### src/sv/plucked_string_voice_assert.svh
// Assertion macros for the plucked string voice.
// Both macros sample on the rising edge of clock and are disabled while reset is high.
`ifndef PLUCKED_STRING_VOICE_ASSERT_SVH
`define PLUCKED_STRING_VOICE_ASSERT_SVH

// Same-cycle implication: cons must hold whenever ante holds.
`define PSV_ASSERT_IMPL(label, ante, cons) \
   label: assert property (@(posedge clock) disable iff (reset) (ante) |-> (cons)) \
      else $error("plucked_string_voice: same-cycle check failed");

// Next-cycle implication: cons must hold in the cycle after ante holds.
`define PSV_ASSERT_NEXT(label, ante, cons) \
   label: assert property (@(posedge clock) disable iff (reset) (ante) |=> (cons)) \
      else $error("plucked_string_voice: next-cycle check failed");

`endif

### src/sv/psv_pkg.sv
`timescale 1ns / 1ps
`default_nettype none

package psv_pkg;

   localparam int unsigned SAMPLE_RATE = 44100;
   localparam int unsigned LINE_DEPTH  = 131072;
   localparam int unsigned TWO_RATE    = 2 * SAMPLE_RATE;

   localparam int ADDR_W   = $clog2(LINE_DEPTH);
   localparam int PERIOD_W = $clog2(LINE_DEPTH + 1);
   localparam int NOTE_W   = 7;
   localparam int NOTE_NUM = 2 ** NOTE_W;
   localparam int TAPS_W   = 5;
   localparam int SAMPLE_W = 16;
   localparam int NOISE_W  = 32;

   localparam int MAX_TAPS   = 16;
   localparam int RESET_TAPS = 2;
   localparam int CNT_W      = $clog2(MAX_TAPS);

   localparam int SUM_W       = SAMPLE_W + CNT_W;
   localparam int DAMP_W      = 17;
   localparam int DAMP_SHIFT  = 16;
   localparam int PROD_W      = SUM_W + DAMP_W + 1;
   localparam int SCALED_W    = PROD_W - DAMP_SHIFT;
   localparam int MAG_W       = SUM_W;
   localparam int RECIP_SHIFT = MAG_W + CNT_W + 1;
   localparam int RECIP_W     = RECIP_SHIFT + 1;
   localparam int QPROD_W     = MAG_W + RECIP_W;
   localparam int QUOT_W      = QPROD_W - RECIP_SHIFT;

   localparam logic signed [DAMP_W:0] DAMP_MUL = (DAMP_W + 1)'(65339);

   localparam int SAMPLE_MAX     = 2 ** (SAMPLE_W - 1) - 1;
   localparam int SAMPLE_MIN_MAG = 2 ** (SAMPLE_W - 1);
   localparam logic signed [SAMPLE_W-1:0] SAMPLE_HI = SAMPLE_W'(SAMPLE_MAX);
   localparam logic signed [SAMPLE_W-1:0] SAMPLE_LO = SAMPLE_W'(SAMPLE_MIN_MAG);

   localparam logic [NOISE_W-1:0] NOISE_A_RESET = NOISE_W'(1237);
   localparam logic [NOISE_W-1:0] NOISE_B_RESET = NOISE_W'(234567);
   localparam logic [NOISE_W-1:0] NOISE_C_RESET = NOISE_W'(890123);

   localparam int unsigned RECIP_ONE = 2 ** RECIP_SHIFT;

   localparam logic [RECIP_W-1:0] RECIP_TABLE [MAX_TAPS] = '{
      RECIP_W'((RECIP_ONE + 0) / 1),   RECIP_W'((RECIP_ONE + 1) / 2),
      RECIP_W'((RECIP_ONE + 2) / 3),   RECIP_W'((RECIP_ONE + 3) / 4),
      RECIP_W'((RECIP_ONE + 4) / 5),   RECIP_W'((RECIP_ONE + 5) / 6),
      RECIP_W'((RECIP_ONE + 6) / 7),   RECIP_W'((RECIP_ONE + 7) / 8),
      RECIP_W'((RECIP_ONE + 8) / 9),   RECIP_W'((RECIP_ONE + 9) / 10),
      RECIP_W'((RECIP_ONE + 10) / 11), RECIP_W'((RECIP_ONE + 11) / 12),
      RECIP_W'((RECIP_ONE + 12) / 13), RECIP_W'((RECIP_ONE + 13) / 14),
      RECIP_W'((RECIP_ONE + 14) / 15), RECIP_W'((RECIP_ONE + 15) / 16)
   };

   function automatic logic [PERIOD_W-1:0] pclip(input int unsigned p);
      return (p > LINE_DEPTH) ? PERIOD_W'(LINE_DEPTH) : PERIOD_W'(p);
   endfunction

   localparam logic [PERIOD_W-1:0] PERIOD_TABLE [NOTE_NUM] = '{
      pclip(TWO_RATE / 1), pclip(TWO_RATE / 1), pclip(TWO_RATE / 1), pclip(TWO_RATE / 1),
      pclip(TWO_RATE / 1), pclip(TWO_RATE / 1), pclip(TWO_RATE / 1), pclip(TWO_RATE / 1),
      pclip(TWO_RATE / 1), pclip(TWO_RATE / 1), pclip(TWO_RATE / 1), pclip(TWO_RATE / 1),
      pclip(TWO_RATE / 2), pclip(TWO_RATE / 2), pclip(TWO_RATE / 2), pclip(TWO_RATE / 2),
      pclip(TWO_RATE / 2), pclip(TWO_RATE / 2), pclip(TWO_RATE / 2), pclip(TWO_RATE / 2),
      pclip(TWO_RATE / 3), pclip(TWO_RATE / 3), pclip(TWO_RATE / 3), pclip(TWO_RATE / 3),
      pclip(TWO_RATE / 4), pclip(TWO_RATE / 4), pclip(TWO_RATE / 4), pclip(TWO_RATE / 4),
      pclip(TWO_RATE / 5), pclip(TWO_RATE / 5), pclip(TWO_RATE / 5), pclip(TWO_RATE / 5),
      pclip(TWO_RATE / 6), pclip(TWO_RATE / 6), pclip(TWO_RATE / 7), pclip(TWO_RATE / 7),
      pclip(TWO_RATE / 8), pclip(TWO_RATE / 8), pclip(TWO_RATE / 8), pclip(TWO_RATE / 9),
      pclip(TWO_RATE / 10), pclip(TWO_RATE / 10), pclip(TWO_RATE / 11),
      pclip(TWO_RATE / 11), pclip(TWO_RATE / 12), pclip(TWO_RATE / 13),
      pclip(TWO_RATE / 14), pclip(TWO_RATE / 15),
      pclip(TWO_RATE / 16), pclip(TWO_RATE / 16), pclip(TWO_RATE / 17),
      pclip(TWO_RATE / 19), pclip(TWO_RATE / 20), pclip(TWO_RATE / 21),
      pclip(TWO_RATE / 22), pclip(TWO_RATE / 23), pclip(TWO_RATE / 25),
      pclip(TWO_RATE / 26), pclip(TWO_RATE / 28), pclip(TWO_RATE / 30),
      pclip(TWO_RATE / 32), pclip(TWO_RATE / 33), pclip(TWO_RATE / 35),
      pclip(TWO_RATE / 38), pclip(TWO_RATE / 40), pclip(TWO_RATE / 42),
      pclip(TWO_RATE / 45), pclip(TWO_RATE / 47), pclip(TWO_RATE / 50),
      pclip(TWO_RATE / 53), pclip(TWO_RATE / 57), pclip(TWO_RATE / 60),
      pclip(TWO_RATE / 64), pclip(TWO_RATE / 67), pclip(TWO_RATE / 71),
      pclip(TWO_RATE / 76), pclip(TWO_RATE / 80), pclip(TWO_RATE / 85),
      pclip(TWO_RATE / 90), pclip(TWO_RATE / 95), pclip(TWO_RATE / 101),
      pclip(TWO_RATE / 107), pclip(TWO_RATE / 114), pclip(TWO_RATE / 120),
      pclip(TWO_RATE / 128), pclip(TWO_RATE / 135), pclip(TWO_RATE / 143),
      pclip(TWO_RATE / 152), pclip(TWO_RATE / 161), pclip(TWO_RATE / 170),
      pclip(TWO_RATE / 181), pclip(TWO_RATE / 191), pclip(TWO_RATE / 203),
      pclip(TWO_RATE / 215), pclip(TWO_RATE / 228), pclip(TWO_RATE / 241),
      pclip(TWO_RATE / 256), pclip(TWO_RATE / 271), pclip(TWO_RATE / 287),
      pclip(TWO_RATE / 304), pclip(TWO_RATE / 322), pclip(TWO_RATE / 341),
      pclip(TWO_RATE / 362), pclip(TWO_RATE / 383), pclip(TWO_RATE / 406),
      pclip(TWO_RATE / 430), pclip(TWO_RATE / 456), pclip(TWO_RATE / 483),
      pclip(TWO_RATE / 512), pclip(TWO_RATE / 542), pclip(TWO_RATE / 574),
      pclip(TWO_RATE / 608), pclip(TWO_RATE / 645), pclip(TWO_RATE / 683),
      pclip(TWO_RATE / 724), pclip(TWO_RATE / 767), pclip(TWO_RATE / 812),
      pclip(TWO_RATE / 861), pclip(TWO_RATE / 912), pclip(TWO_RATE / 966),
      pclip(TWO_RATE / 1024), pclip(TWO_RATE / 1084), pclip(TWO_RATE / 1149),
      pclip(TWO_RATE / 1217), pclip(TWO_RATE / 1290), pclip(TWO_RATE / 1366),
      pclip(TWO_RATE / 1448), pclip(TWO_RATE / 1534)
   };

   typedef struct packed {
      logic take_note;
      logic take_tick;
      logic fill;
      logic issue;
      logic mul;
      logic scale;
      logic div;
      logic write_out;
      logic load_zero;
   } ctrl_cmd_type;

   typedef struct packed {
      logic no_note;
      logic fill_last;
      logic tap_last;
   } dp_status_type;

endpackage

`default_nettype wire

### src/sv/psv_ctrl.sv
`timescale 1ns / 1ps
`default_nettype none

module psv_ctrl import psv_pkg::*; (
   input  wire logic          clock,
   input  wire logic          reset,
   input  wire logic          req_valid,
   input  wire logic          req_mode,
   output logic               req_ready,
   output logic               rsp_valid,
   input  wire logic          rsp_ready,
   input  wire dp_status_type status,
   output ctrl_cmd_type       cmd
);

   typedef enum logic [3:0] {
      S_IDLE,
      S_FILL,
      S_READ,
      S_DRAIN,
      S_MUL,
      S_SCALE,
      S_DIV,
      S_OUT,
      S_ZERO
   } state_type;

   state_type state_ff;
   logic      rsp_valid_ff;
   logic      accept;
   logic      slot_free;

   assign req_ready = (state_ff == S_IDLE);
   assign accept    = req_valid && req_ready;
   assign slot_free = !rsp_valid_ff || rsp_ready;
   assign rsp_valid = rsp_valid_ff;

   always_comb begin
      cmd           = '0;
      cmd.take_note = accept && req_mode;
      cmd.take_tick = accept && !req_mode;
      cmd.fill      = (state_ff == S_FILL);
      cmd.issue     = (state_ff == S_READ);
      cmd.mul       = (state_ff == S_MUL);
      cmd.scale     = (state_ff == S_SCALE);
      cmd.div       = (state_ff == S_DIV);
      cmd.write_out = (state_ff == S_OUT) && slot_free;
      cmd.load_zero = (state_ff == S_ZERO) && slot_free;
   end

   always_ff @(posedge clock) begin
      if (reset) begin
         state_ff     <= S_IDLE;
         rsp_valid_ff <= 1'b0;
      end else begin
         if (cmd.write_out || cmd.load_zero) begin
            rsp_valid_ff <= 1'b1;
         end else if (rsp_ready) begin
            rsp_valid_ff <= 1'b0;
         end

         case (state_ff)
            S_IDLE: begin
               if (cmd.take_note) begin
                  state_ff <= S_FILL;
               end else if (cmd.take_tick) begin
                  state_ff <= status.no_note ? S_ZERO : S_READ;
               end
            end
            S_FILL: begin
               if (status.fill_last) begin
                  state_ff <= S_IDLE;
               end
            end
            S_READ: begin
               if (status.tap_last) begin
                  state_ff <= S_DRAIN;
               end
            end
            S_DRAIN: state_ff <= S_MUL;
            S_MUL:   state_ff <= S_SCALE;
            S_SCALE: state_ff <= S_DIV;
            S_DIV:   state_ff <= S_OUT;
            S_OUT, S_ZERO: begin
               if (slot_free) begin
                  state_ff <= S_IDLE;
               end
            end
            default: state_ff <= S_IDLE;
         endcase
      end
   end

endmodule

`default_nettype wire

### config.mk
export PLATFORM = sky130hd
export DESIGN_NAME = psv_ctrl
export DESIGN_NICKNAME = d
export VERILOG_FILES = /design/src/sv/plucked_string_voice_assert.svh /design/src/sv/psv_pkg.sv /design/src/sv/psv_ctrl.sv
export SDC_FILE = /design/constraint.sdc
export NUM_CORES = 1
export LEC_CHECK = 0
export ABC_CLOCK_PERIOD_IN_PS = 3660
export BUFFER_PORTS_ARGS = -buffer_cell sky130_fd_sc_hd__buf_2
export CELL_PAD_IN_SITES_DETAIL_PLACEMENT = 2
export CELL_PAD_IN_SITES_GLOBAL_PLACEMENT = 2
export CORE_AREA = 3 3 44 46
export CTS_BUF_LIST = sky130_fd_sc_hd__clkbuf_4
export DETAILED_ROUTE_END_ITERATION = 7
export DIE_AREA = 0 0 47 49
export PLACE_DENSITY_LB_ADDON = 0.3
export SYNTH_ARGS = -nofsm -noshare
export SYNTH_HDL_FRONTEND = slang
export SYNTH_SLANG_ARGS = --single-unit
### constraint.sdc
create_clock -name clock -period 3.66 [get_ports clock]
set_input_delay 0 -clock clock [delete_from_list [all_inputs] [get_ports clock]]
set_output_delay 0 -clock clock [all_outputs]
set_load 0.02 [all_outputs]
# ---- After elaboration in Yosys (flattened, before gate mapping)
# Cells that the tools add are included.
dict set report totals {
  ff_bits 5
  elab_cells 36
}
dict set report op_classes {
  eq_ne 12
  reduce_logical 13
  mux 9
}
# cell count
set ops {}
lappend ops {{case mux 4 bit (8 select lines)} 1}
lappend ops {{2-to-1 mux 4 bit} 6}
lappend ops {{== test 4 x 3 -> 1 bit (second input constant)} 4}
lappend ops {{== test 4 x 2 -> 1 bit (second input constant)} 2}
lappend ops {{!= test 2 bit (second input constant)} 3}
lappend ops {{logical AND 1 bit} 5}
lappend ops {{== test 4 x 1 -> 1 bit (second input constant)} 1}
lappend ops {{== test 4 bit (second input constant)} 1}
lappend ops {{logical NOT 4 bit} 1}
lappend ops {{AND reduction 4 bit} 1}
lappend ops {{!= test 3 x 1 -> 1 bit (second input constant)} 1}
lappend ops {{logical NOT 1 bit} 2}
lappend ops {{logical OR 1 bit} 2}
lappend ops {{2-to-1 mux 1 bit} 2}
lappend ops {{nonzero test 2 bit} 1}
lappend ops {{OR reduction 2 bit} 1}

# ---- Logic depth before layout (Yosys ltp)
# Gate-level depths: netlist of the first run.
dict set report logic_depth {
  word_depth 6
  depth_mapped 5
  ltp_nobuf 4
}

# ---- Worst setup path before layout of the first run
# No wires, ideal clock.
dict set report synth_path {
  path_kind {flip-flop to flip-flop}
  startpoint {register state_ff[0]}
  endpoint {register state_ff[0]}
  path_stages_with_launch 6
  required_ns 3.513
  path_buffers 1
  synth_period_minus_slack_ns 1.670
  setup_ns 0.147
  path_slack_ns 1.990
  arrival_ns 1.523
  cell_sequence {dfxtp_1 -> buf_4 -> nand2b_1 -> nor3_1 -> a222oi_1 -> mux2i_1}
}
# item line
set synth_rtl {}
lappend synth_rtl {{start: declaration} psv_ctrl.sv:28} ;# state_type state_ff;
lappend synth_rtl {{start signal: assignment} psv_ctrl.sv:67} ;# state_ff <= status.no_note ? S_ZERO : S_READ;

# ---- Worst setup path in the final report of the first run
dict set report layout_path {
  startpoint {register state_ff[2]}
  endpoint {register state_ff[3]}
}
dict set report layout_between {
  elab_chain_len 5
  elab_cells_between_ends 20
  cone_classes {eq/ne (12); mux (2); reduce/logical (6)}
}
# item line
set layout_rtl {}
lappend layout_rtl {{logical NOT 4 bit} {psv_ctrl.sv:33, psv_ctrl.sv:62}}
lappend layout_rtl {{logical AND 1 bit} psv_ctrl.sv:34} ;# assign accept = req_valid && req_ready;
lappend layout_rtl {{logical AND 1 bit (on tied branches)} {psv_ctrl.sv:40, psv_ctrl.sv:41}}
lappend layout_rtl {{2-to-1 mux 4 bit / != test 3 x 1 -> 1 bit (equally long branches)} n/a}
lappend layout_rtl {{case mux 4 bit (8 select lines) / AND reduction 4 bit (equally long branches)} n/a}
# Several ways; a longest one is shown, not always the timed one.
# A chain may end at the register's enable or synchronous reset.

==> flow_summary.html, run 1 <==
<table>
<tr><th>Metric</th><th>Value</th></tr>
<tr><th colspan="2">STA</th></tr>
<tr><td>Total count of hold-check failures in the final report</td><td>0</td></tr>
<tr><td>Clock tree skew after final layout</td><td>0.00282 ns</td></tr>
<tr><td>Final Cycle Share</td><td>50.5%</td></tr>
<tr><td>Post-route setup TNS</td><td>0 ns</td></tr>
<tr><td>Time the final worst path needs with I/O delays and setup</td><td>1.85 ns</td></tr>
<tr><td>Fin. max-slew vios</td><td>0</td></tr>
<tr><td>F_max</td><td>541 MHz</td></tr>
<tr><td>Number of setup violations in the final report</td><td>0</td></tr>
<tr><td>RSZ-0062 raised after global routing</td><td>false</td></tr>
<tr><td>Pin slew with the least headroom to its limit</td><td>0.779 ns</td></tr>
<tr><td>Fin Hold WS</td><td>0.0390 ns</td></tr>
<tr><td>Remaining max-slew budget at the tightest pin</td><td>48.1%</td></tr>
<tr><th colspan="2">Setup path</th></tr>
<tr><td>Maximum fanout encountered on the critical timing path</td><td>10</td></tr>
<tr><td>Data required time of the critical path</td><td>3.83 ns</td></tr>
<tr><td>Data arrival time at the worst-slack endpoint</td><td>2.02 ns</td></tr>
<tr><td>Type of element capturing the critical path</td><td>register</td></tr>
<tr><td>Crit start category</td><td>register</td></tr>
<tr><td>Start-to-end type of the worst setup path</td><td>register to register</td></tr>
<tr><th colspan="2">CTS</th></tr>
<tr><td>Clock network latency to the later pin of the worst-skew pair</td><td>0.24 ns</td></tr>
<tr><td>Clock root cell</td><td>sky130_fd_sc_hd__clkbuf_4</td></tr>
<tr><td>Quantity of gates resized following cts</td><td>0</td></tr>
<tr><td>Number of hold buffers added after CTS</td><td>0</td></tr>
<tr><td>Number of CTS-inserted buffers</td><td>3</td></tr>
<tr><td>Number of clock sinks seen by CTS</td><td>5</td></tr>
<tr><td>Post-CTS Repair Setup Buffers</td><td>0</td></tr>
<tr><td>Total number of H-tree levels</td><td>1</td></tr>
<tr><td>Bufs on Longest Clock Path</td><td>2</td></tr>
<tr><td>Clock transition at the registers of the reported paths</td><td>0.04 ns</td></tr>
<tr><td>TritonCTS clock tree</td><td>built</td></tr>
<tr><th colspan="2">Detailed routing</th></tr>
<tr><td>Detailed-route vias per instance</td><td>5.10</td></tr>
<tr><td>Number of vias after detailed routing</td><td>423</td></tr>
<tr><td>Final routed wirelength across all metal layers</td><td>1150 um</td></tr>
<tr><td>Residual DRC</td><td>0</td></tr>
<tr><td>First-pass detailed-route iteration total</td><td>4</td></tr>
<tr><td>Initial DRC Count</td><td>8</td></tr>
<tr><td>Antenna Violating Nets Remaining</td><td>0</td></tr>
<tr><td>Final routed wire length divided by cell count</td><td>13.8 um</td></tr>
<tr><th colspan="2">Pwr</th></tr>
<tr><td>Highest ir drop seen on vdd</td><td>0.230 mV</td></tr>
<tr><td>Leak pwr</td><td>0.238 nW</td></tr>
<tr><td>PwrDens</td><td>733 nW/um2</td></tr>
<tr><td>Total power after layout</td><td>375 uW</td></tr>
<tr><th colspan="2">Die</th></tr>
<tr><td>Number of I/O pins</td><td>19</td></tr>
<tr><td>Area of the die</td><td>2300 um2</td></tr>
<tr><td>Effective utilization at floorplan</td><td>26.1%</td></tr>
<tr><td>Total number of placement rows</td><td>14</td></tr>
<tr><td>Core Footprint</td><td>1540 um2</td></tr>
<tr><td>Die Ht</td><td>49 um</td></tr>
<tr><td>Width of the die</td><td>47 um</td></tr>
<tr><th colspan="2">Global route</th></tr>
<tr><td>GRT Overall Usage</td><td>11.3%</td></tr>
<tr><td>Global-route wire length before repair</td><td>1860 um</td></tr>
<tr><td>Total gr overflow</td><td>0</td></tr>
<tr><td>Number of antenna violations at the first check in global routing</td><td>0</td></tr>
<tr><td>Pin count of the biggest net entering global routing</td><td>13</td></tr>
<tr><td>Number of global-route vias before repair</td><td>422</td></tr>
<tr><th colspan="2">Synth</th></tr>
<tr><td>Avg Inst Size Synth</td><td>8.22 um2</td></tr>
<tr><td>Cell area after technology mapping</td><td>403 um2</td></tr>
<tr><td>Count of unique library cells instantiated by Yosys</td><td>26</td></tr>
<tr><td>Ys flop type</td><td>sky130_fd_sc_hd__dfxtp_1</td></tr>
<tr><td>Sequential cell area fraction in the yosys report</td><td>24.8%</td></tr>
<tr><td>Async set-or-reset flop fraction in the synthesized netlist</td><td>0%</td></tr>
<tr><td>Net count of the mapped netlist</td><td>57</td></tr>
<tr><td>Portion of synthesized cell area occupied by the leading cell type</td><td>24.8%</td></tr>
<tr><td>Number of enable-type register cells in the synthesized netlist</td><td>0</td></tr>
<tr><td>Synthesized netlist cell count</td><td>49</td></tr>
<tr><td>Number of warnings issued by yosys</td><td>0</td></tr>
<tr><td>Number of storage elements in the synthesis netlist</td><td>5</td></tr>
<tr><td>Most area-hungry cell type in the Yosys netlist</td><td>sky130_fd_sc_hd__dfxtp_1</td></tr>
<tr><td>Biggest area contributors in the synthesized netlist</td><td>sky130_fd_sc_hd__dfxtp_1, sky130_fd_sc_hd__mux2i_1, sky130_fd_sc_hd__nand2b_1</td></tr>
<tr><th colspan="2">Placement</th></tr>
<tr><td>Sum of net half-perimeters after detailed placement</td><td>875 um</td></tr>
<tr><td>Final RePlAce weighted congestion</td><td>0.665</td></tr>
<tr><td>Dpl cell area</td><td>482 um2</td></tr>
<tr><td>Input/output buffers</td><td>18</td></tr>
<tr><th colspan="2">Cells and area</th></tr>
<tr><td>Number of antenna cells inserted</td><td>0</td></tr>
<tr><td>Number of nets in the layout</td><td>76</td></tr>
<tr><td>Share of post-route cells with drive strength above 1</td><td>34.3%</td></tr>
<tr><td>Final standard cell utilization of the core</td><td>33.2%</td></tr>
<tr><td>Signed area change from the synthesized netlist to the final layout</td><td>27.0%</td></tr>
<tr><td>Cell area after layout</td><td>512 um2</td></tr>
<tr><th colspan="2">Job</th></tr>
<tr><td>Number of maximum-capacitance constraint violations</td><td>0</td></tr>
<tr><th colspan="2">Min path</th></tr>
<tr><td>Worst hold-check path type</td><td>input port to register</td></tr>
<tr><th colspan="2">Status</th></tr>
<tr><td>Status</td><td>finished, final reports clean</td></tr>
</table>
==> cell usage after synthesis, types with 2 or more instances <==
cell and instances:
sky130_fd_sc_hd__nor3b_1 2, sky130_fd_sc_hd__mux2i_1 4, sky130_fd_sc_hd__nor2_1 6, sky130_fd_sc_hd__dfxtp_1 5, sky130_fd_sc_hd__nand2b_1 5, sky130_fd_sc_hd__buf_4 2
sky130_fd_sc_hd__nand2_1 2, sky130_fd_sc_hd__nor3_1 4, sky130_fd_sc_hd__inv_1 2
==> report_power, final <==
part	switching (mW)	internal, mW
Sequential	0.0384	0.0707
Combinational	0.112	0.0838
Clock	0.0215	0.0485
==> flip-flops by register name, summed over array words and instances (netlist names) <==
register and flops:
rsp_valid 1, state_ff 4
==> routing by layer <==
layer  GRT usage (%)  vias up  wire length (um)
li1                -      213                 -
met1            14.3      199               535
met2            16.1       11               555
met3            3.32        0                54
met4            6.91        0                 0
met5               0        -                 0
==> per-stage QoR <==
stage | worst slack (ns) | cells
floorplan | 1.99 | 49
global placement | 1.80 | 79
detailed placement | 1.76 | 79
CTS | 1.76 | 83
global route | 1.60 | 83
finish | 1.81 | 83
==> final cells by class <==
type	instances	area [um2]
inverters	2	7.51
repair buffers	18	90.1
fillers	204	1030
flip-flops and latches	5	100
clock buffers	4	30.0
multi-input cells	38	264
well taps	16	20.0
==> cells in the final DEF, fill, tap and decap left out, types with 2 or more instances in the layout <==
cell / synthesis / routed
sky130_fd_sc_hd__nand2b_1: 5 / 5
sky130_fd_sc_hd__clkbuf_4: 0 / 4
sky130_fd_sc_hd__inv_1: 2 / 2
sky130_fd_sc_hd__nor2_1: 6 / 6
sky130_fd_sc_hd__mux2i_1: 4 / 4
sky130_fd_sc_hd__nor3b_1: 2 / 2
sky130_fd_sc_hd__nand2_1: 2 / 2
sky130_fd_sc_hd__dfxtp_1: 5 / 5
sky130_fd_sc_hd__buf_2: 1 / 18
sky130_fd_sc_hd__nor3_1: 4 / 4
==> final timing paths <==
kind                     from          end  slack [ns]  cells past startpoint
setup / recovery  state_ff[2]  state_ff[3]        1.81                      4
hold reg to reg   state_ff[3]  state_ff[3]        0.61                      2
hold / removal          reset    rsp_valid        0.04                      2
setup reg to reg  state_ff[2]  state_ff[3]        1.81                      4
==> cells by family (layout without fill, tap and decap cells) <==
logic type,Yosys count,in the layout,synth area share [%]
simple gates,26,26,38.8
compound gates,7,7,14.6
buf+inv,6,24,9.63
flops,5,5,24.8
mux,4,4,9.94
xor+xnor,1,1,2.17
==> worst max-delay path, cell delays in order, from the launching register on <==
cell and delay [ns]:
sky130_fd_sc_hd__dfxtp_1 0.54, sky130_fd_sc_hd__or4b_1 0.22, sky130_fd_sc_hd__o21ai_1 0.10, sky130_fd_sc_hd__a222oi_1 0.67, sky130_fd_sc_hd__mux2i_1 0.25
No activity file was read; power rests on OpenSTA's default activity.
==> run 2: changes to the inputs <==
--- a/config.mk
+++ b/config.mk
@@ -5,14 +5,14 @@
 export SDC_FILE = /design/constraint.sdc
 export NUM_CORES = 1
 export LEC_CHECK = 0
-export ABC_CLOCK_PERIOD_IN_PS = 3660
+export ABC_CLOCK_PERIOD_IN_PS = 1500
 export BUFFER_PORTS_ARGS = -buffer_cell sky130_fd_sc_hd__buf_2
 export CELL_PAD_IN_SITES_DETAIL_PLACEMENT = 2
 export CELL_PAD_IN_SITES_GLOBAL_PLACEMENT = 2
-export CORE_AREA = 3 3 44 46
+export CORE_AREA = 3 3 47 49
 export CTS_BUF_LIST = sky130_fd_sc_hd__clkbuf_4
 export DETAILED_ROUTE_END_ITERATION = 7
-export DIE_AREA = 0 0 47 49
+export DIE_AREA = 0 0 50 52
 export PLACE_DENSITY_LB_ADDON = 0.3
 export SYNTH_ARGS = -nofsm -noshare
 export SYNTH_HDL_FRONTEND = slang
==> constraint.sdc (replaced) <==
create_clock -name clock -period 1.5 [get_ports clock]
set_input_delay 0 -clock clock [delete_from_list [all_inputs] [get_ports clock]]
set_output_delay 0 -clock clock [all_outputs]
set_load 0.02 [all_outputs]
==> run 2 against run 1 <==
Net effect:
- the flow now finishes with violations (setup timing)
- global-route usage rose by 1.8 points
- combinational power rose to 4.6 times the previous value
- non-clock buffer count rose by 17
- setup slack got worse by 1.9 ns
- power rose to 3.4 times the previous value
- critical path depth did not move
- sequential share of layout area fell by 5.5 points
- first-iteration DRC count fell by 50%
- die area rose by 13%
- largest power group unchanged
==> flow_summary.html, run 2 (synthesis gave the netlist of run 1 again) <==
<table>
<tr><th>Metric</th><th>Value</th></tr>
<tr><th colspan="2">Status</th></tr>
<tr><td>Status</td><td>finished with violations</td></tr>
<tr><td>Violated checks</td><td>setup timing</td></tr>
<tr><th colspan="2">CTS</th></tr>
<tr><td>Bufs on Longest Clock Path</td><td>2</td></tr>
<tr><td>Total number of H-tree levels</td><td>1</td></tr>
<tr><td>Clock root cell</td><td>sky130_fd_sc_hd__clkbuf_4</td></tr>
<tr><td>Clock network latency to the later pin of the worst-skew pair</td><td>0.24 ns</td></tr>
<tr><td>Clock transition at the registers of the reported paths</td><td>0.05 ns</td></tr>
<tr><td>TritonCTS clock tree</td><td>built</td></tr>
<tr><td>Number of CTS-inserted buffers</td><td>3</td></tr>
<tr><td>Number of hold buffers added after CTS</td><td>0</td></tr>
<tr><td>Number of clock sinks seen by CTS</td><td>5</td></tr>
<tr><th colspan="2">Job</th></tr>
<tr><td>Number of maximum-capacitance constraint violations</td><td>0</td></tr>
<tr><th colspan="2">Placement</th></tr>
<tr><td>Final RePlAce weighted congestion</td><td>0.723</td></tr>
<tr><td>Post-Place Worst Slack</td><td>-0.209 ns</td></tr>
<tr><td>Sum of net half-perimeters after detailed placement</td><td>1190 um</td></tr>
<tr><td>Input/output buffers</td><td>18</td></tr>
<tr><td>Cell count after placement</td><td>103</td></tr>
<tr><td>Dpl cell area</td><td>617 um2</td></tr>
<tr><th colspan="2">STA</th></tr>
<tr><td>Pin slew with the least headroom to its limit</td><td>0.305 ns</td></tr>
<tr><td>Post-route setup TNS</td><td>-0.249 ns</td></tr>
<tr><td>Time the final worst path needs with I/O delays and setup</td><td>1.59 ns</td></tr>
<tr><td>Final Cycle Share</td><td>106%</td></tr>
<tr><td>RSZ-0062 raised after global routing</td><td>true</td></tr>
<tr><td>Number of setup violations in the final report</td><td>5</td></tr>
<tr><td>Fin. max-slew vios</td><td>0</td></tr>
<tr><td>F_max</td><td>629 MHz</td></tr>
<tr><td>Total count of hold-check failures in the final report</td><td>0</td></tr>
<tr><td>Remaining max-slew budget at the tightest pin</td><td>79.5%</td></tr>
<tr><td>Smallest setup slack after layout</td><td>-0.0896 ns</td></tr>
<tr><td>Clock tree skew after final layout</td><td>0.00399 ns</td></tr>
<tr><td>Fin Hold WS</td><td>0.0383 ns</td></tr>
<tr><th colspan="2">Die</th></tr>
<tr><td>Core Footprint</td><td>1900 um2</td></tr>
<tr><td>Width of the die</td><td>50 um</td></tr>
<tr><td>Die Ht</td><td>52 um</td></tr>
<tr><td>Total number of placement rows</td><td>16</td></tr>
<tr><td>Effective utilization at floorplan</td><td>21.2%</td></tr>
<tr><td>Number of I/O pins</td><td>19</td></tr>
<tr><td>Area of the die</td><td>2600 um2</td></tr>
<tr><th colspan="2">Pwr</th></tr>
<tr><td>Total power after layout</td><td>1.29 mW</td></tr>
<tr><td>Highest ir drop seen on vdd</td><td>0.696 mV</td></tr>
<tr><td>PwrDens</td><td>1750 nW/um2</td></tr>
<tr><td>Leak pwr</td><td>0.342 nW</td></tr>
<tr><th colspan="2">Detailed routing</th></tr>
<tr><td>Number of vias after detailed routing</td><td>499</td></tr>
<tr><td>Final routed wirelength across all metal layers</td><td>1530 um</td></tr>
<tr><td>Detailed-route vias per instance</td><td>4.50</td></tr>
<tr><td>Initial DRC Count</td><td>4</td></tr>
<tr><td>First-pass detailed-route iteration total</td><td>4</td></tr>
<tr><td>Antenna Violating Nets Remaining</td><td>0</td></tr>
<tr><td>Residual DRC</td><td>0</td></tr>
<tr><td>Final routed wire length divided by cell count</td><td>13.8 um</td></tr>
<tr><th colspan="2">Setup path</th></tr>
<tr><td>Worst reg2reg setup slack</td><td>-0.03 ns</td></tr>
<tr><td>Cells on worst reg2reg path</td><td>5</td></tr>
<tr><td>Reg2Reg Capture Point</td><td>state_ff[0]</td></tr>
<tr><td>Type of element capturing the critical path</td><td>primary output</td></tr>
<tr><td>Crit start category</td><td>register</td></tr>
<tr><td>Start-to-end type of the worst setup path</td><td>register to primary output</td></tr>
<tr><td>Data arrival time at the worst-slack endpoint</td><td>1.59 ns</td></tr>
<tr><td>Maximum fanout encountered on the critical timing path</td><td>4</td></tr>
<tr><td>Reg-to-Reg Start</td><td>state_ff[1]</td></tr>
<tr><td>CP startpoint</td><td>state_ff[3]</td></tr>
<tr><td>Data required time of the critical path</td><td>1.50 ns</td></tr>
<tr><th colspan="2">Min path</th></tr>
<tr><td>Worst Hold End</td><td>rsp_valid</td></tr>
<tr><td>Number of instances on the worst hold path</td><td>2</td></tr>
<tr><td>Worst hold-check path type</td><td>input port to register</td></tr>
<tr><td>Min-Delay Startpoint</td><td>reset</td></tr>
<tr><th colspan="2">Cells and area</th></tr>
<tr><td>Number of antenna cells inserted</td><td>0</td></tr>
<tr><td>Share of post-route cells with drive strength above 1</td><td>60.7%</td></tr>
<tr><td>Number of nets in the layout</td><td>93</td></tr>
<tr><td>Max reg flops</td><td>4</td></tr>
<tr><td>Final standard cell utilization of the core</td><td>38.8%</td></tr>
<tr><td>Most frequent cells in the layout</td><td>sky130_fd_sc_hd__buf_4, sky130_fd_sc_hd__buf_2, sky130_fd_sc_hd__nor2_1</td></tr>
<tr><td>Cell area after layout</td><td>737 um2</td></tr>
<tr><td>Most flop-heavy register</td><td>state_ff</td></tr>
<tr><td>Signed area change from the synthesized netlist to the final layout</td><td>82.9%</td></tr>
<tr><td>Most common library cell in the layout ignoring fill and taps</td><td>sky130_fd_sc_hd__buf_4</td></tr>
<tr><td>Count of placed standard cells in the final layout, fillers left out</td><td>111</td></tr>
<tr><td>Total of fill cells in the finished design</td><td>215</td></tr>
<tr><th colspan="2">Global route</th></tr>
<tr><td>Number of antenna violations at the first check in global routing</td><td>0</td></tr>
<tr><td>GRT Overall Usage</td><td>13.0%</td></tr>
<tr><td>Total gr overflow</td><td>0</td></tr>
<tr><td>Global-route wire length before repair</td><td>2580 um</td></tr>
<tr><td>Pin count of the biggest net entering global routing</td><td>10</td></tr>
<tr><td>Number of global-route vias before repair</td><td>544</td></tr>
</table>
[run 2: worst max-delay path by stage]
stage / to / slack, ns / cells after the start
6_report: cmd[7] / -0.09 / 4
5_1_grt: cmd[7] / -0.15 / 4
4_1_cts: cmd[7] / -0.05 / 4
3_5_place_dp: state_ff[0] / -0.21 / 5
3_3_place_gp: state_ff[1] / -0.10 / 4
2_1_floorplan: state_ff[0] / -0.02 / 5
[run 2: where the power goes]
group | switching (mW) | internal (mW) | total, mW
combinational | 0.453 | 0.449 | 0.903
sequential | 0.0369 | 0.177 | 0.214
clock | 0.0549 | 0.119 | 0.174
total | 0.545 | 0.745 | 1.29
[run 2: area by class of cell]
class / count / area, um2 / area share (%)
Inverter: 2 / 7.51 / 1.02
Tap cell: 27 / 33.8 / 4.58
Clock buffer: 4 / 30.0 / 4.07
Timing Repair Buffer: 35 / 243 / 32.9
Sequential cell: 5 / 104 / 14.1
Multi-Input combinational cell: 38 / 319 / 43.3
[run 2: worst max-delay path, cell delays in order, from the launching register on]
cell                      delay, ns
sky130_fd_sc_hd__dfxtp_2       0.34
sky130_fd_sc_hd__buf_6         0.12
sky130_fd_sc_hd__or4_4         0.54
sky130_fd_sc_hd__nor3b_4       0.21
sky130_fd_sc_hd__buf_6         0.14
[run 2: timing repair]
| item | CTS | global route |
|---|---|---|
| resized for setup | 8 | 10 |
| setup endpoints to repair | 7 | 10 |
| gates cloned | 0 | 0 |
| buffers inserted | 3 | 1 |
| pin swaps | 3 | 1 |
[run 2: per-layer routing]
layer	vias up	GRT usage (%)	wire length [um]
met1	238	15.3	659
met5	-	0	0
met2	12	24.6	853
met3	0	2.01	18
li1	249	-	-
met4	0	2.76	0
==> run 3: changes to the inputs <==
--- a/config.mk
+++ b/config.mk
@@ -13,7 +13,7 @@
 export CTS_BUF_LIST = sky130_fd_sc_hd__clkbuf_4
 export DETAILED_ROUTE_END_ITERATION = 7
 export DIE_AREA = 0 0 50 52
-export PLACE_DENSITY_LB_ADDON = 0.3
+export PLACE_DENSITY_LB_ADDON = 0.2
 export SYNTH_ARGS = -nofsm -noshare
 export SYNTH_HDL_FRONTEND = slang
 export SYNTH_SLANG_ARGS = --single-unit
==> run 3 against run 2 <==
Net effect:
- the flow still finishes with violations (setup timing)
- largest power group unchanged
- non-clock buffer count up 1
- cell area increased by 0.68%
- via count rose by 0.60%
- critical path type unchanged
- sequential cell count unchanged
- register-to-register slack hardly changed
- power is 2.9% lower
==> flow_summary.html, run 3 (synthesis gave the netlist of run 1 again) <==
<table>
<tr><th>Metric</th><th>Value</th></tr>
<tr><th colspan="2">Cells and area</th></tr>
<tr><td>Most flop-heavy register</td><td>state_ff</td></tr>
<tr><td>Count of placed standard cells in the final layout, fillers left out</td><td>112</td></tr>
<tr><td>Most common library cell in the layout ignoring fill and taps</td><td>sky130_fd_sc_hd__buf_4</td></tr>
<tr><td>Signed area change from the synthesized netlist to the final layout</td><td>84.2%</td></tr>
<tr><td>Most frequent cells in the layout</td><td>sky130_fd_sc_hd__buf_4, sky130_fd_sc_hd__buf_2, sky130_fd_sc_hd__nor2_1</td></tr>
<tr><td>Number of nets in the layout</td><td>94</td></tr>
<tr><td>Max reg flops</td><td>4</td></tr>
<tr><td>Share of post-route cells with drive strength above 1</td><td>62.4%</td></tr>
<tr><td>Number of antenna cells inserted</td><td>0</td></tr>
<tr><th colspan="2">CTS</th></tr>
<tr><td>TritonCTS clock tree</td><td>built</td></tr>
<tr><td>Clock network latency to the later pin of the worst-skew pair</td><td>0.23 ns</td></tr>
<tr><td>Clock transition at the registers of the reported paths</td><td>0.04 ns</td></tr>
<tr><td>Number of CTS-inserted buffers</td><td>3</td></tr>
<tr><td>Bufs on Longest Clock Path</td><td>2</td></tr>
<tr><td>Total number of H-tree levels</td><td>1</td></tr>
<tr><td>Clock root cell</td><td>sky130_fd_sc_hd__clkbuf_4</td></tr>
<tr><td>Number of clock sinks seen by CTS</td><td>5</td></tr>
<tr><th colspan="2">STA</th></tr>
<tr><td>Number of setup violations in the final report</td><td>5</td></tr>
<tr><td>Time the final worst path needs with I/O delays and setup</td><td>1.57 ns</td></tr>
<tr><td>Final Cycle Share</td><td>105%</td></tr>
<tr><td>F_max</td><td>638 MHz</td></tr>
<tr><td>RSZ-0062 raised after global routing</td><td>true</td></tr>
<tr><td>Pin slew with the least headroom to its limit</td><td>0.326 ns</td></tr>
<tr><td>Fin Hold WS</td><td>0.0457 ns</td></tr>
<tr><td>Fin. max-slew vios</td><td>0</td></tr>
<tr><td>Clock tree skew after final layout</td><td>0.00122 ns</td></tr>
<tr><td>Smallest setup slack after layout</td><td>-0.0684 ns</td></tr>
<tr><td>Remaining max-slew budget at the tightest pin</td><td>78.3%</td></tr>
<tr><td>Total count of hold-check failures in the final report</td><td>0</td></tr>
<tr><th colspan="2">Pwr</th></tr>
<tr><td>Share of total power consumed by net switching</td><td>40.5%</td></tr>
<tr><td>PwrDens</td><td>1690 nW/um2</td></tr>
<tr><td>Clk pwr share</td><td>13.3%</td></tr>
<tr><td>Highest ir drop seen on vdd</td><td>0.658 mV</td></tr>
<tr><td>P_int</td><td>746 uW</td></tr>
<tr><td>Leak pwr</td><td>0.349 nW</td></tr>
<tr><td>Net switching power figure</td><td>507 uW</td></tr>
<tr><td>Gate power share</td><td>68.0%</td></tr>
<tr><td>Sequential share of power</td><td>18.7%</td></tr>
<tr><th colspan="2">Detailed routing</th></tr>
<tr><td>Final routed wire length divided by cell count</td><td>12.4 um</td></tr>
<tr><td>Antenna Violating Nets Remaining</td><td>0</td></tr>
<tr><td>Number of vias after detailed routing</td><td>502</td></tr>
<tr><td>First-pass detailed-route iteration total</td><td>4</td></tr>
<tr><td>Final routed wirelength across all metal layers</td><td>1390 um</td></tr>
<tr><td>Residual DRC</td><td>0</td></tr>
<tr><td>Detailed-route vias per instance</td><td>4.48</td></tr>
<tr><td>Initial DRC Count</td><td>8</td></tr>
<tr><th colspan="2">Setup path</th></tr>
<tr><td>Start-to-end type of the worst setup path</td><td>register to primary output</td></tr>
<tr><td>Data required time of the critical path</td><td>1.50 ns</td></tr>
<tr><td>Data arrival time at the worst-slack endpoint</td><td>1.57 ns</td></tr>
<tr><td>Cells on worst reg2reg path</td><td>5</td></tr>
<tr><td>Crit start category</td><td>register</td></tr>
<tr><td>Type of element capturing the critical path</td><td>primary output</td></tr>
<tr><td>Maximum fanout encountered on the critical timing path</td><td>4</td></tr>
<tr><th colspan="2">Die</th></tr>
<tr><td>Core Footprint</td><td>1900 um2</td></tr>
<tr><td>Width of the die</td><td>50 um</td></tr>
<tr><td>Die Ht</td><td>52 um</td></tr>
<tr><td>Area of the die</td><td>2600 um2</td></tr>
<tr><td>Effective utilization at floorplan</td><td>21.2%</td></tr>
<tr><td>Number of I/O pins</td><td>19</td></tr>
<tr><td>Total number of placement rows</td><td>16</td></tr>
<tr><th colspan="2">Status</th></tr>
<tr><td>Violated checks</td><td>setup timing</td></tr>
<tr><td>Status</td><td>finished with violations</td></tr>
<tr><th colspan="2">Global route</th></tr>
<tr><td>Number of antenna violations at the first check in global routing</td><td>0</td></tr>
<tr><td>Pin count of the biggest net entering global routing</td><td>10</td></tr>
<tr><td>GRT Overall Usage</td><td>12.0%</td></tr>
<tr><td>Number of global-route vias before repair</td><td>525</td></tr>
<tr><td>Total gr overflow</td><td>0</td></tr>
<tr><td>Global-route wire length before repair</td><td>2390 um</td></tr>
<tr><th colspan="2">Placement</th></tr>
<tr><td>Input/output buffers</td><td>18</td></tr>
<tr><td>Post-Place Worst Slack</td><td>-0.248 ns</td></tr>
<tr><td>Sum of net half-perimeters after detailed placement</td><td>1120 um</td></tr>
<tr><td>Final RePlAce weighted congestion</td><td>0.721</td></tr>
<tr><td>Cell count after placement</td><td>105</td></tr>
<tr><th colspan="2">Min path</th></tr>
<tr><td>Number of instances on the worst hold path</td><td>2</td></tr>
<tr><td>Worst hold-check path type</td><td>input port to register</td></tr>
<tr><th colspan="2">Job</th></tr>
<tr><td>Number of maximum-capacitance constraint violations</td><td>0</td></tr>
</table>
## run 3: critical path, stage by stage, from the launching register on
cell                      delay, ns
sky130_fd_sc_hd__dfxtp_2       0.34
sky130_fd_sc_hd__buf_6         0.12
sky130_fd_sc_hd__or4_4         0.55
sky130_fd_sc_hd__nor3b_2       0.17
sky130_fd_sc_hd__buf_4         0.16
## run 3: metrics by stage
stage | total power, mW | area (um2) | TNS, ns | utilization (%)
6_report | 1.25 | 742 | -0.125 | 39.0
3_3_place_gp | 0.935 | 632 | -0.590 | 33.2
2_1_floorplan | 0.682 | 430 | -0.0651 | -
5_1_grt | 1.36 | 742 | -0.586 | 39.0
3_5_place_dp | 0.950 | 632 | -0.902 | 33.2
4_1_cts | 1.21 | 709 | -0.251 | 37.3
## run 3: cell type report
class,count,area (um2)
Multi-Input combinational cell,38,322
Timing Repair Buffer,36,240
Sequential cell,5,109
Inverter,2,7.51
Clock buffer,4,30.0
Fill cell,228,1160
Tap cell,27,33.8
## run 3: power by group through the flow
| stage | clock, mW | sequential, mW | combinational, mW |
|---|---|---|---|
| 3_5_place_dp | 0 | 0.222 | 0.728 |
| 3_3_place_gp | 0 | 0.220 | 0.715 |
| 6_report | 0.167 | 0.234 | 0.852 |
| 4_1_cts | 0.175 | 0.223 | 0.816 |
| 5_1_grt | 0.191 | 0.241 | 0.933 |
| 2_1_floorplan | 0 | 0.196 | 0.486 |
## run 3: final timing paths
| path | start | to | slack (ns) |
|---|---|---|---|
| setup / recovery | state_ff[2] | cmd[7] | -0.07 |
| hold / removal | reset | rsp_valid | 0.05 |
| setup reg to reg | state_ff[1] | state_ff[1] | -0.02 |
| hold reg to reg | state_ff[3] | state_ff[2] | 0.49 |
## run 3: what timing repair did
item	in CTS	in global routing
setup endpoints to repair	7	9
buffers inserted	3	0
gates cloned	0	0
resized for setup	9	8
hold buffers	0	0
pin swaps	3	1
## run 3: routing by layer
| layer | share of wire [%] | track usage [%] | up-vias | wire length, um |
|---|---|---|---|---|
| li1 | - | - | 249 | - |
| met1 | 42 | 14.5 | 234 | 584 |
| met2 | 52 | 22.2 | 19 | 726 |
| met3 | 5.7 | 2.58 | 0 | 79 |
| met4 | 0 | 1.38 | 0 | 0 |
| met5 | 0 | 0 | - | 0 |
